File: config.mk
export PLATFORM = sky130hd
export DESIGN_NAME = edge_normalized_box_blur_3x3_unit_flat
export DESIGN_NICKNAME = d
export VERILOG_FILES = /design/src/rtl/core/enbb3_pkg.sv /design/src/rtl/core/enbb3_pix_if.sv /design/src/rtl/core/enbb3_res_if.sv /design/src/rtl/core/edge_normalized_box_blur_3x3_unit.sv /design/src/flat_wrapper.sv
export SDC_FILE = /design/constraint.sdc
export NUM_CORES = 2
export LEC_CHECK = 0
export CORE_MARGIN = 2
export CORE_UTILIZATION = 55
export CTS_BUF_LIST = sky130_fd_sc_hd__clkbuf_2 sky130_fd_sc_hd__clkbuf_4 sky130_fd_sc_hd__clkbuf_8
export CTS_CLUSTER_SIZE = 28
export DETAILED_ROUTE_END_ITERATION = 16
export DONT_BUFFER_PORTS = 1
export PLACE_DENSITY = 0.7
export SKIP_CTS_REPAIR_TIMING = 1
export SLEW_MARGIN = 20
export SYNTH_ARGS = -nofsm -noshare
export SYNTH_HDL_FRONTEND = slang
export SYNTH_SLANG_ARGS = --single-unit
File: constraint.sdc
create_clock -name i_clk -period 13.4 [get_ports i_clk]
set_input_delay 2.68 -clock i_clk [delete_from_list [all_inputs] [get_ports i_clk]]
set_output_delay 2.68 -clock i_clk [all_outputs]
set_load 0.01 [all_outputs]
File: src/rtl/core/enbb3_pkg.sv
// Shared constants, types and state codes for the 3x3 edge-normalized box mean.
// No dependencies; compiled first.
package enbb3_pkg;

    localparam int SAMPLE_W   = 16;
    localparam int MAX_COLS   = 32;
    localparam int MAX_ROWS   = 1024;
    localparam int ROW_W      = 10;
    localparam int COL_W      = 5;
    localparam int ADDR_W     = $clog2(MAX_COLS);
    localparam int FCNT_W     = ADDR_W + 1;
    localparam int ROWS_CFG_W = 11;
    localparam int COLS_CFG_W = 6;
    localparam int SUM_W      = SAMPLE_W + 4;
    localparam int MAG_W      = SUM_W - 1;
    localparam int CNT_W      = 4;
    localparam int RECIP_SH   = SUM_W;
    localparam int RECIP_W    = SUM_W + 1;
    localparam int RECIP_ONE  = 1 << RECIP_SH;
    localparam int PADDR_W    = 3;
    localparam int PDATA_W    = 32;

    // register index, taken from paddr[2]
    localparam logic REG_ROWS = 1'b0;
    localparam logic REG_COLS = 1'b1;

    typedef enum logic [2:0] {
        ST_IDLE,
        ST_UPD,
        ST_JOB_A,
        ST_JOB_B,
        ST_FL_RD,
        ST_FL_SH,
        ST_FL_JOB
    } t_state;

    typedef struct packed {
        logic [ROW_W-1:0] row;
        logic [COL_W-1:0] col;
        logic             last;
        logic             done;
    } t_meta;

    typedef struct packed {
        logic       valid;
        logic [2:0] rm;
        logic [2:0] cm;
        t_meta      meta;
    } t_job;

endpackage

File: src/rtl/core/enbb3_pix_if.sv
// Input stream channel: one pixel word per handshake.
// Depends on enbb3_pkg.
interface enbb3_pix_if;
    import enbb3_pkg::*;

    logic                       valid;
    logic                       ready;
    logic signed [SAMPLE_W-1:0] pixel_value;

    modport source (output valid, output pixel_value, input ready);
    modport sink   (input valid, input pixel_value, output ready);
endinterface

File: src/rtl/core/enbb3_res_if.sv
// Result stream channel: one smoothed pixel word per handshake.
// Depends on enbb3_pkg.
interface enbb3_res_if;
    import enbb3_pkg::*;

    logic                       valid;
    logic                       ready;
    logic signed [SAMPLE_W-1:0] smoothed_value;
    logic [ROW_W-1:0]           out_row;
    logic [COL_W-1:0]           out_col;
    logic                       last_of_burst;
    logic                       frame_done;

    modport source (output valid, output smoothed_value, output out_row, output out_col,
                    output last_of_burst, output frame_done, input ready);
    modport sink   (input valid, input smoothed_value, input out_row, input out_col,
                    input last_of_burst, input frame_done, output ready);
endinterface

File: src/rtl/core/edge_normalized_box_blur_3x3_unit.sv
// A pixel word accepted in idle passes the window update, 3x3 sum, rounding add,
// reciprocal multiply and correction registers before its first result word reaches
// the output register. A new pixel is taken only back in idle, once the last one's
// result jobs have entered the mean pipeline; the frame's final pixel adds a flush
// over every column. The line store read port and the shared mean pipeline set the
// rate; a stalled output holds the sequencer. Reset (i_rst_n low, synchronous) clears
// control, positions and config; line store has no reset.
module edge_normalized_box_blur_3x3_unit (
    input  logic                             i_clk,
    input  logic                             i_rst_n,
    enbb3_pix_if.sink                        i_pix,
    enbb3_res_if.source                      o_res,
    input  logic                             psel,
    input  logic                             penable,
    input  logic                             pwrite,
    input  logic [enbb3_pkg::PADDR_W-1:0]    paddr,
    input  logic [enbb3_pkg::PDATA_W-1:0]    pwdata,
    output logic [enbb3_pkg::PDATA_W-1:0]    prdata,
    output logic                             pready
);
    import enbb3_pkg::*;

    // ---------------------------------------------------------------
    // Configuration registers
    // ---------------------------------------------------------------
    logic [ROWS_CFG_W-1:0] r_frame_rows;
    logic [COLS_CFG_W-1:0] r_frame_cols;
    logic                  cfg_wr;

    assign pready = 1'b1;
    assign cfg_wr = psel && penable && pwrite && pready;

    always_ff @(posedge i_clk) begin
        if (!i_rst_n) begin
            r_frame_rows <= ROWS_CFG_W'(24);
            r_frame_cols <= COLS_CFG_W'(MAX_COLS);
        end else if (cfg_wr) begin
            if (paddr[2] == REG_ROWS) begin
                r_frame_rows <= pwdata[ROWS_CFG_W-1:0];
            end else begin
                r_frame_cols <= pwdata[COLS_CFG_W-1:0];
            end
        end
    end

    always_comb begin
        if (paddr[2] == REG_ROWS) begin
            prdata = PDATA_W'(r_frame_rows);
        end else begin
            prdata = PDATA_W'(r_frame_cols);
        end
    end

    // Effective frame size: zero counts as one, oversize clamps to the max.
    logic [ROWS_CFG_W-1:0] rows_eff;
    logic [FCNT_W-1:0]     cols_eff;
    logic [ROW_W-1:0]      last_row;
    logic [COL_W-1:0]      last_col;

    always_comb begin
        if (r_frame_rows == '0) begin
            rows_eff = ROWS_CFG_W'(1);
        end else if (r_frame_rows > ROWS_CFG_W'(MAX_ROWS)) begin
            rows_eff = ROWS_CFG_W'(MAX_ROWS);
        end else begin
            rows_eff = r_frame_rows;
        end
        if (r_frame_cols == '0) begin
            cols_eff = FCNT_W'(1);
        end else if (FCNT_W'(r_frame_cols) > FCNT_W'(MAX_COLS)) begin
            cols_eff = FCNT_W'(MAX_COLS);
        end else begin
            cols_eff = FCNT_W'(r_frame_cols);
        end
    end

    assign last_row = ROW_W'(rows_eff - ROWS_CFG_W'(1));
    assign last_col = COL_W'(cols_eff - FCNT_W'(1));

    // ---------------------------------------------------------------
    // Raster position of the next pixel
    // ---------------------------------------------------------------
    logic [ROW_W-1:0] r_row;
    logic [COL_W-1:0] r_col;
    logic [ROW_W-1:0] cur_r;
    logic [COL_W-1:0] cur_c;
    logic             cur_final;
    logic             accept;

    assign cur_r     = (r_row > last_row) ? '0 : r_row;
    assign cur_c     = (r_col > last_col) ? '0 : r_col;
    assign cur_final = (cur_r == last_row) && (cur_c == last_col);

    always_ff @(posedge i_clk) begin
        if (!i_rst_n) begin
            r_row <= '0;
            r_col <= '0;
        end else if (cfg_wr) begin
            r_row <= '0;      // any register write starts a new frame
            r_col <= '0;
        end else if (accept) begin
            if (cur_final) begin
                r_row <= '0;
                r_col <= '0;
            end else if (cur_c == last_col) begin
                r_row <= cur_r + ROW_W'(1);
                r_col <= '0;
            end else begin
                r_row <= cur_r;
                r_col <= cur_c + COL_W'(1);
            end
        end
    end

    // Per-pixel context, captured at acceptance.
    logic signed [SAMPLE_W-1:0] r_px;
    logic [ROW_W-1:0]           r_cur_row;
    logic [COL_W-1:0]           r_cur_col;
    logic                       r_need_a;   // centered result one row/col behind
    logic                       r_need_b;   // right edge result at row end
    logic                       r_final;    // last pixel of the frame: flush row
    logic                       r_row_ge1;
    logic                       r_row_ge2;
    logic                       r_col_ge1;
    logic                       r_col_ge2;

    always_ff @(posedge i_clk) begin
        if (accept) begin
            r_px      <= i_pix.pixel_value;
            r_cur_row <= cur_r;
            r_cur_col <= cur_c;
            r_need_a  <= (cur_r != '0) && (cur_c != '0);
            r_need_b  <= (cur_r != '0) && (cur_c == last_col);
            r_final   <= cur_final;
            r_row_ge1 <= cur_r >= ROW_W'(1);
            r_row_ge2 <= cur_r >= ROW_W'(2);
            r_col_ge1 <= cur_c >= COL_W'(1);
            r_col_ge2 <= cur_c >= COL_W'(2);
        end
    end

    // ---------------------------------------------------------------
    // Line store: one entry per column, {row R-2 sample, row R-1 sample}.
    // One read and one write port, read data registered.
    // ---------------------------------------------------------------
    logic [2*SAMPLE_W-1:0] r_mem [MAX_COLS];
    logic [2*SAMPLE_W-1:0] r_rdata;
    logic                  mem_re;
    logic [ADDR_W-1:0]     mem_raddr;
    logic                  mem_we;

    always_ff @(posedge i_clk) begin
        if (mem_we) begin
            r_mem[r_cur_col[ADDR_W-1:0]] <= {r_rdata[SAMPLE_W-1:0], r_px};
        end
    end

    always_ff @(posedge i_clk) begin
        if (mem_re) begin
            r_rdata <= r_mem[mem_raddr];
        end
    end

    // ---------------------------------------------------------------
    // 3x3 window: column 2 is newest. During the flush the two line
    // store rows stream through rows 0 and 1; row 2 is masked then.
    // ---------------------------------------------------------------
    logic signed [SAMPLE_W-1:0] r_win [3][3];
    logic                       win_shift;

    always_ff @(posedge i_clk) begin
        if (win_shift) begin
            for (int k = 0; k < 3; k++) begin
                r_win[k][0] <= r_win[k][1];
                r_win[k][1] <= r_win[k][2];
            end
            r_win[0][2] <= r_rdata[2*SAMPLE_W-1:SAMPLE_W];
            r_win[1][2] <= r_rdata[SAMPLE_W-1:0];
            r_win[2][2] <= r_px;
        end
    end

    // ---------------------------------------------------------------
    // Sequencer
    // ---------------------------------------------------------------
    t_state            r_state;
    t_state            n_state;
    logic [FCNT_W-1:0] r_f;        // flush sweep column (reads column r_f)
    logic              f_clr;
    logic              f_inc;
    logic              adv;        // mean pipeline moves this cycle
    t_job              job;

    assign accept = i_pix.valid && i_pix.ready;

    always_ff @(posedge i_clk) begin
        if (!i_rst_n) begin
            r_state <= ST_IDLE;
            r_f     <= '0;
        end else begin
            r_state <= n_state;
            if (f_clr) begin
                r_f <= '0;
            end else if (f_inc) begin
                r_f <= r_f + FCNT_W'(1);
            end
        end
    end

    always_comb begin
        n_state     = r_state;
        i_pix.ready = 1'b0;
        mem_re      = 1'b0;
        mem_raddr   = cur_c[ADDR_W-1:0];
        mem_we      = 1'b0;
        win_shift   = 1'b0;
        f_clr       = 1'b0;
        f_inc       = 1'b0;
        job         = '0;
        case (r_state)
            ST_IDLE: begin
                i_pix.ready = 1'b1;
                if (i_pix.valid) begin
                    mem_re  = 1'b1;
                    f_clr   = 1'b1;
                    n_state = ST_UPD;
                end
            end
            ST_UPD: begin
                win_shift = 1'b1;
                mem_we    = 1'b1;
                if (r_need_a) begin
                    n_state = ST_JOB_A;
                end else if (r_need_b) begin
                    n_state = ST_JOB_B;
                end else if (r_final) begin
                    n_state = ST_FL_RD;
                end else begin
                    n_state = ST_IDLE;
                end
            end
            ST_JOB_A: begin
                job.rm        = {1'b1, 1'b1, r_row_ge2};
                job.cm        = {1'b1, 1'b1, r_col_ge2};
                job.meta.row  = r_cur_row - ROW_W'(1);
                job.meta.col  = r_cur_col - COL_W'(1);
                job.meta.last = !r_need_b && !r_final;
                if (adv) begin
                    job.valid = 1'b1;
                    if (r_need_b) begin
                        n_state = ST_JOB_B;
                    end else if (r_final) begin
                        n_state = ST_FL_RD;
                    end else begin
                        n_state = ST_IDLE;
                    end
                end
            end
            ST_JOB_B: begin
                // right edge: previous and current column, nothing to the right
                job.rm        = {1'b1, 1'b1, r_row_ge2};
                job.cm        = {1'b1, r_col_ge1, 1'b0};
                job.meta.row  = r_cur_row - ROW_W'(1);
                job.meta.col  = r_cur_col;
                job.meta.last = !r_final;
                if (adv) begin
                    job.valid = 1'b1;
                    n_state   = r_final ? ST_FL_RD : ST_IDLE;
                end
            end
            ST_FL_RD: begin
                mem_re    = 1'b1;
                mem_raddr = r_f[ADDR_W-1:0];
                n_state   = ST_FL_SH;
            end
            ST_FL_SH: begin
                win_shift = 1'b1;
                if (r_f != '0) begin
                    n_state = ST_FL_JOB;
                end else begin
                    f_inc   = 1'b1;
                    n_state = ST_FL_RD;
                end
            end
            ST_FL_JOB: begin
                // centered on column r_f-1; rows R-1 (if any) and R only
                job.rm        = {1'b0, 1'b1, r_row_ge1};
                job.cm        = {r_f < cols_eff, 1'b1, r_f >= FCNT_W'(2)};
                job.meta.row  = r_cur_row;
                job.meta.col  = COL_W'(r_f - FCNT_W'(1));
                job.meta.last = (r_f == cols_eff);
                job.meta.done = (r_f == cols_eff);
                if (adv) begin
                    job.valid = 1'b1;
                    if (r_f == cols_eff) begin
                        n_state = ST_IDLE;
                    end else begin
                        f_inc   = 1'b1;
                        n_state = ST_FL_RD;
                    end
                end
            end
            default: begin
                n_state = ST_IDLE;
            end
        endcase
    end

    // ---------------------------------------------------------------
    // Mean pipeline. Every stage and the output register move together
    // on adv, so a stalled output freezes the whole pipe.
    // ---------------------------------------------------------------
    logic r_out_v;
    assign adv = !r_out_v || o_res.ready;

    // stage 1: masked window sum and cell count
    logic signed [SUM_W-1:0] sum_c;
    logic [CNT_W-1:0]        cnt_c;
    logic [1:0]              nrows;
    logic [1:0]              ncols;

    always_comb begin
        sum_c = '0;
        for (int i = 0; i < 3; i++) begin
            for (int j = 0; j < 3; j++) begin
                if (job.rm[i] && job.cm[j]) begin
                    sum_c = sum_c + SUM_W'(r_win[i][j]);
                end
            end
        end
        nrows = 2'({1'b0, job.rm[0]} + {1'b0, job.rm[1]} + {1'b0, job.rm[2]});
        ncols = 2'({1'b0, job.cm[0]} + {1'b0, job.cm[1]} + {1'b0, job.cm[2]});
        cnt_c = CNT_W'(nrows) * CNT_W'(ncols);
    end

    logic                    r_s1_v;
    logic signed [SUM_W-1:0] r_s1_sum;
    logic [CNT_W-1:0]        r_s1_cnt;
    t_meta                   r_s1_meta;

    // stage 2: magnitude plus half the count (round half away from zero)
    logic [SUM_W-1:0] abs_sum;
    logic [MAG_W-1:0] x_c;

    assign abs_sum = r_s1_sum[SUM_W-1] ? SUM_W'(-r_s1_sum) : SUM_W'(r_s1_sum);
    assign x_c     = abs_sum[MAG_W-1:0] + MAG_W'(r_s1_cnt >> 1);

    logic             r_s2_v;
    logic [MAG_W-1:0] r_s2_x;
    logic [CNT_W-1:0] r_s2_cnt;
    logic             r_s2_neg;
    t_meta            r_s2_meta;

    // stage 3: quotient estimate by reciprocal, low by at most one
    function automatic logic [RECIP_W-1:0] recip(input logic [CNT_W-1:0] c);
        case (c)
            CNT_W'(1): recip = RECIP_W'(RECIP_ONE);
            CNT_W'(2): recip = RECIP_W'(RECIP_ONE / 2);
            CNT_W'(3): recip = RECIP_W'(RECIP_ONE / 3);
            CNT_W'(4): recip = RECIP_W'(RECIP_ONE / 4);
            CNT_W'(6): recip = RECIP_W'(RECIP_ONE / 6);
            CNT_W'(9): recip = RECIP_W'(RECIP_ONE / 9);
            default:   recip = '0;
        endcase
    endfunction

    logic [MAG_W+RECIP_W-1:0] prod;
    assign prod = (MAG_W+RECIP_W)'(r_s2_x) * (MAG_W+RECIP_W)'(recip(r_s2_cnt));

    logic             r_s3_v;
    logic [MAG_W-1:0] r_s3_q0;
    logic [MAG_W-1:0] r_s3_x;
    logic [CNT_W-1:0] r_s3_cnt;
    logic             r_s3_neg;
    t_meta            r_s3_meta;

    // stage 4: correction step and sign
    logic [MAG_W+CNT_W-1:0] qc;
    logic [MAG_W-1:0]       rem;
    logic [MAG_W-1:0]       q_fix;
    logic [MAG_W-1:0]       q_sgn;

    assign qc    = (MAG_W+CNT_W)'(r_s3_q0) * (MAG_W+CNT_W)'(r_s3_cnt);
    assign rem   = r_s3_x - qc[MAG_W-1:0];
    assign q_fix = (rem >= MAG_W'(r_s3_cnt)) ? r_s3_q0 + MAG_W'(1) : r_s3_q0;
    assign q_sgn = r_s3_neg ? MAG_W'(-q_fix) : q_fix;

    logic signed [SAMPLE_W-1:0] r_out_val;
    t_meta                      r_out_meta;

    always_ff @(posedge i_clk) begin
        if (!i_rst_n) begin
            r_s1_v  <= 1'b0;
            r_s2_v  <= 1'b0;
            r_s3_v  <= 1'b0;
            r_out_v <= 1'b0;
        end else if (adv) begin
            r_s1_v  <= job.valid;
            r_s2_v  <= r_s1_v;
            r_s3_v  <= r_s2_v;
            r_out_v <= r_s3_v;
        end
    end

    always_ff @(posedge i_clk) begin
        if (adv) begin
            r_s1_sum   <= sum_c;
            r_s1_cnt   <= cnt_c;
            r_s1_meta  <= job.meta;
            r_s2_x     <= x_c;
            r_s2_cnt   <= r_s1_cnt;
            r_s2_neg   <= r_s1_sum[SUM_W-1];
            r_s2_meta  <= r_s1_meta;
            r_s3_q0    <= prod[RECIP_SH +: MAG_W];
            r_s3_x     <= r_s2_x;
            r_s3_cnt   <= r_s2_cnt;
            r_s3_neg   <= r_s2_neg;
            r_s3_meta  <= r_s2_meta;
            r_out_val  <= q_sgn[SAMPLE_W-1:0];
            r_out_meta <= r_s3_meta;
        end
    end

    assign o_res.valid          = r_out_v;
    assign o_res.smoothed_value = r_out_val;
    assign o_res.out_row        = r_out_meta.row;
    assign o_res.out_col        = r_out_meta.col;
    assign o_res.last_of_burst  = r_out_meta.last;
    assign o_res.frame_done     = r_out_meta.done;

endmodule

File: src/flat_wrapper.sv
// flat-port wrapper written by rule: the top's interface ports become plain ports
module edge_normalized_box_blur_3x3_unit_flat import enbb3_pkg::*;
  (i_clk, i_rst_n, psel, penable, pwrite, paddr, pwdata, prdata, pready, i_pix_valid, i_pix_pixel_value, i_pix_ready, o_res_valid, o_res_smoothed_value, o_res_out_row, o_res_out_col, o_res_last_of_burst, o_res_frame_done, o_res_ready);
  enbb3_pix_if i_pix_i ();
  enbb3_res_if o_res_i ();
  input  logic i_clk;
  input  logic i_rst_n;
  input  logic psel;
  input  logic penable;
  input  logic pwrite;
  input  logic [enbb3_pkg::PADDR_W-1:0] paddr;
  input  logic [enbb3_pkg::PDATA_W-1:0] pwdata;
  output logic [enbb3_pkg::PDATA_W-1:0] prdata;
  output logic pready;
  input wire logic [$bits(i_pix_i.valid)-1:0] i_pix_valid;
  input wire logic [$bits(i_pix_i.pixel_value)-1:0] i_pix_pixel_value;
  output wire logic [$bits(i_pix_i.ready)-1:0] i_pix_ready;
  output wire logic [$bits(o_res_i.valid)-1:0] o_res_valid;
  output wire logic [$bits(o_res_i.smoothed_value)-1:0] o_res_smoothed_value;
  output wire logic [$bits(o_res_i.out_row)-1:0] o_res_out_row;
  output wire logic [$bits(o_res_i.out_col)-1:0] o_res_out_col;
  output wire logic [$bits(o_res_i.last_of_burst)-1:0] o_res_last_of_burst;
  output wire logic [$bits(o_res_i.frame_done)-1:0] o_res_frame_done;
  input wire logic [$bits(o_res_i.ready)-1:0] o_res_ready;
  assign i_pix_i.valid = i_pix_valid;
  assign i_pix_i.pixel_value = i_pix_pixel_value;
  assign i_pix_ready = i_pix_i.ready;
  assign o_res_valid = o_res_i.valid;
  assign o_res_smoothed_value = o_res_i.smoothed_value;
  assign o_res_out_row = o_res_i.out_row;
  assign o_res_out_col = o_res_i.out_col;
  assign o_res_last_of_burst = o_res_i.last_of_burst;
  assign o_res_frame_done = o_res_i.frame_done;
  assign o_res_i.ready = o_res_ready;
  edge_normalized_box_blur_3x3_unit u_core (.i_clk(i_clk), .i_rst_n(i_rst_n), .i_pix(i_pix_i), .o_res(o_res_i), .psel(psel), .penable(penable), .pwrite(pwrite), .paddr(paddr), .pwdata(pwdata), .prdata(prdata), .pready(pready));
endmodule
==> flow_summary.yaml <==
drt:
  wl_per_cell_um: 21.5
  finalWirelength_um: 184000
  vias: 50707
  drt-initial-drc-count: 4709
  drcViolationCount: 0
  ant_nets: 0
  dr.pass1.iters: 6
  viasPerCell: 5.93
critical_path:
  required_ns: 14.07
  cp_slowest_cell: "fa_1"
  worstSetupPathType: "flip-flop to flip-flop"
  startpoint_type: "flip-flop"
  crit_fanout: 7
  cp.arrival_ns: 13.17
  crit_top_cell: "ha_1"
  end_kind: "flip-flop"
  crit_path_max_incr_delay_ns: 0.45
power_and_ir_drop:
  p_sw_share_pct: 26.3
  power.internal_uw: 7560
  leakagePower_uw: 0.0326
  switchingPower_uw: 2700
  fin_total_pwr_uw: 10300
  vdd_ir_drop_max_uv: 94.2
  pwr-share-comb_pct: 11.3
  pwr-share-clk_pct: 35.4
  pwr_density_cell_mw_per_mm2: 121
  seqPwrFrac_pct: 53.3
finish:
  drive_above_1_share_pct: 8.92
  fill_cells: 11129
  utilization_pct: 60.2
  layout_commonest_cell: "edfxtp_1"
  area_growth_pct: 8.91
  multi_input_area_mm2: 0.0321
  layout_common_cells: "1413 x edfxtp_1, 789 x nand2_1, 455 x inv_1, 422 x and2_1, 377 x a211oi_1"
  regArea_mm2: 0.0433
  nNetsFinal: 7171
timing:
  period_share_pct: 93.3
  setup_viol: 0
  fin_crit_ns: 12.50
  maxSlewHeadroom_pct: 22.1
  finalMaxSlewViolations: 0
  finClkSkew_ns: 0.0739
  hold_viol: 0
  max_freq_mhz: 80.0
  tightestPinTransition_ns: 1.17
logic_synthesis:
  synth_warnings: 0
  synth_cells: 6465
  ys_seq_area_share_pct: 55.6
  syn_avg_cell_area_um2: 12.1
  synth_ff_type: "edfxtp_1"
  ys_types: 97
  syn_area_mm2: 0.0780
  ys_ff_latch: 1458
  synthArstFlopShare_pct: 0
  synth_edf_count: 1413
clock_tree:
  clock_latency_ns: 0.96
  clockBufferDepth: 3
  cts.sinks: 1458
  cts_made_buffers: 228
  clkTransAtPathRegs_ns: 0.06
  cts_root_buf: "clkbuf_8"
  cts_tree: "done"
  h-tree-depth: 4
floorplanning:
  die_area_mm2: 0.145
  dieHeight_um: 381
  die_width_um: 381
  io_pins: 126
  row_count: 138
  core_area_mm2: 0.141
  initial_core_util_pct: 55.3
global_route:
  grt_max_degree: 205
  grt_pass1_vias: 49935
  grt_first_pass_wirelength_um: 284000
  grtUsageTotal_pct: 25.3
  antenna_found_initial: 4
  grt_overflow: 0
placed_design:
  io_buffers: 0
  gp_congestion: 0.899
  dpl.hpwl_um: 112000
flow_run:
  max_cap_viol_count: 0
run_status:
  status: "finished, final reports clean"
hold_path:
  hp-class: "flip-flop to flip-flop"
[power groups by stage]
stage                     clock (uW)  sequential [uW]  combinational, uW
after floorplan                    0             5450                878
after global placement             0             5560               1090
after detailed placement           0             5570               1120
after CTS                       3710             5480               1130
after global routing            3900             5480               1290
final                           3630             5460               1160
[sequential cells by signal, indices dropped and copies added (netlist names), 16 cells and up]
register and count:
u_core.o_res.smoothed_value 16, u_core.r_s1_sum 20, u_core.r_s2_x 19, u_core.r_s3_meta 17
u_core.r_s2_meta 17, u_core.r_mem 1024, u_core.r_s1_meta 17, u_core.r_s3_x 19
u_core.r_s3_q0 19, u_core.r_win 144, u_core.r_px 16, u_core.r_rdata 32
[logic make-up (layout without fill, tap and decap cells)]
family / after synthesis / count (layout) / synth area share [%]
compound gates: 1419 / 1419 / 12.4
xor+xnor: 235 / 235 / 2.67
fa+ha+maj: 632 / 632 / 12.9
buf+inv: 791 / 968 / 3.95
flops: 1458 / 1458 / 55.6
mux: 70 / 70 / 0.972
other cells: 2 / 24 / 0.00963
simple gates: 1858 / 1858 / 11.5
[per-stage QoR]
step                setup TNS [ns]  std cells  area, um^2  hold slack, ns  worst slack (ns)
finish                           0       8554       84900           0.413             0.900
global route               -0.0613       8553       84900           0.416           -0.0613
CTS                              0       8540       84600           0.412             0.323
detailed placement               0       8130       80200           0.405             0.420
global placement                 0       8128       80200           0.403             0.625
floorplan                        0       6485       78100           0.400              1.31
[final timing paths]
| kind | from | endpoint | depth (start not counted) | slack (ns) |
|---|---|---|---|---|
| max | u_core.r_f[0] | u_core.r_s1_sum[19] | 65 | 0.90 |
| max reg2reg | u_core.r_f[0] | u_core.r_s1_sum[19] | 65 | 0.90 |
| min | u_core.r_s1_meta[2] | u_core.r_s2_meta[2] | 0 | 0.41 |
| min reg2reg | u_core.r_s1_meta[2] | u_core.r_s2_meta[2] | 0 | 0.41 |
[critical path, delay by kind of cell, from the launching register on]
| family | cells | cell delay [ns] |
|---|---|---|
| adder cells (fa/ha/maj) | 10 | 3.16 |
| flip-flops | 1 | 0.41 |
| AND/OR/NAND/NOR | 16 | 2.46 |
| AO/OA/AOI/OAI | 23 | 3.82 |
| multiplexers | 2 | 0.53 |
| XOR/XNOR | 9 | 1.46 |
| buffers and inverters | 5 | 0.38 |
[synth_stat cells, drive strengths merged (7+ instances only)]
master	n	area (um^2)
and2	426	2670
or2	10	62.6
nand3b	18	135
buf	41	265
a21oi	290	1460
nand3	67	335
inv	458	1720
nor3	60	310
and3	36	226
nand2b	33	206
nor2b	42	263
a211oi	377	2830
mux2i	27	270
nor2	286	1070
or4	7	60.1
a21boi	23	173
nand4	15	93.8
a31oi	149	932
edfxtp	1413	42400
a211o	10	87.6
dfxtp	45	901
nor4	13	124
xnor2	163	1430
clkbuf	291	1090
a21o	102	766
o41ai	11	96.3
mux2	43	488
xor2	70	613
o21bai	13	97.6
o31ai	21	163
nor3b	11	82.6
or3	24	150
a311oi	132	1160
o22ai	12	95.1
fa	288	5770
nand2	790	2970
o21a	42	315
o21ai	164	825
ha	343	4290
[area by class of cell]
| cell class | count | area share [%] |
|---|---|---|
| Clock inverter | 109 | 0.875 |
| Clock buffer | 301 | 4.34 |
| Multi-Input combinational cell | 4236 | 37.8 |
| Antenna cell | 2 | 0.00589 |
| Timing Repair Buffer | 99 | 1.12 |
| Sequential cell | 1458 | 51.0 |
| Tap cell | 1890 | 2.78 |
| Inverter | 459 | 2.04 |
[per-layer routing]
| metal | global-route usage, % | wire length (um) | vias to the layer above |
|---|---|---|---|
| li1 | - | - | 23489 |
| met1 | 35.3 | 78700 | 25208 |
| met2 | 40.9 | 87300 | 1722 |
| met3 | 4.31 | 13900 | 284 |
| met4 | 7.47 | 4340 | 4 |
| met5 | 0 | 22 | - |
(Power assumes the default switching activity.)
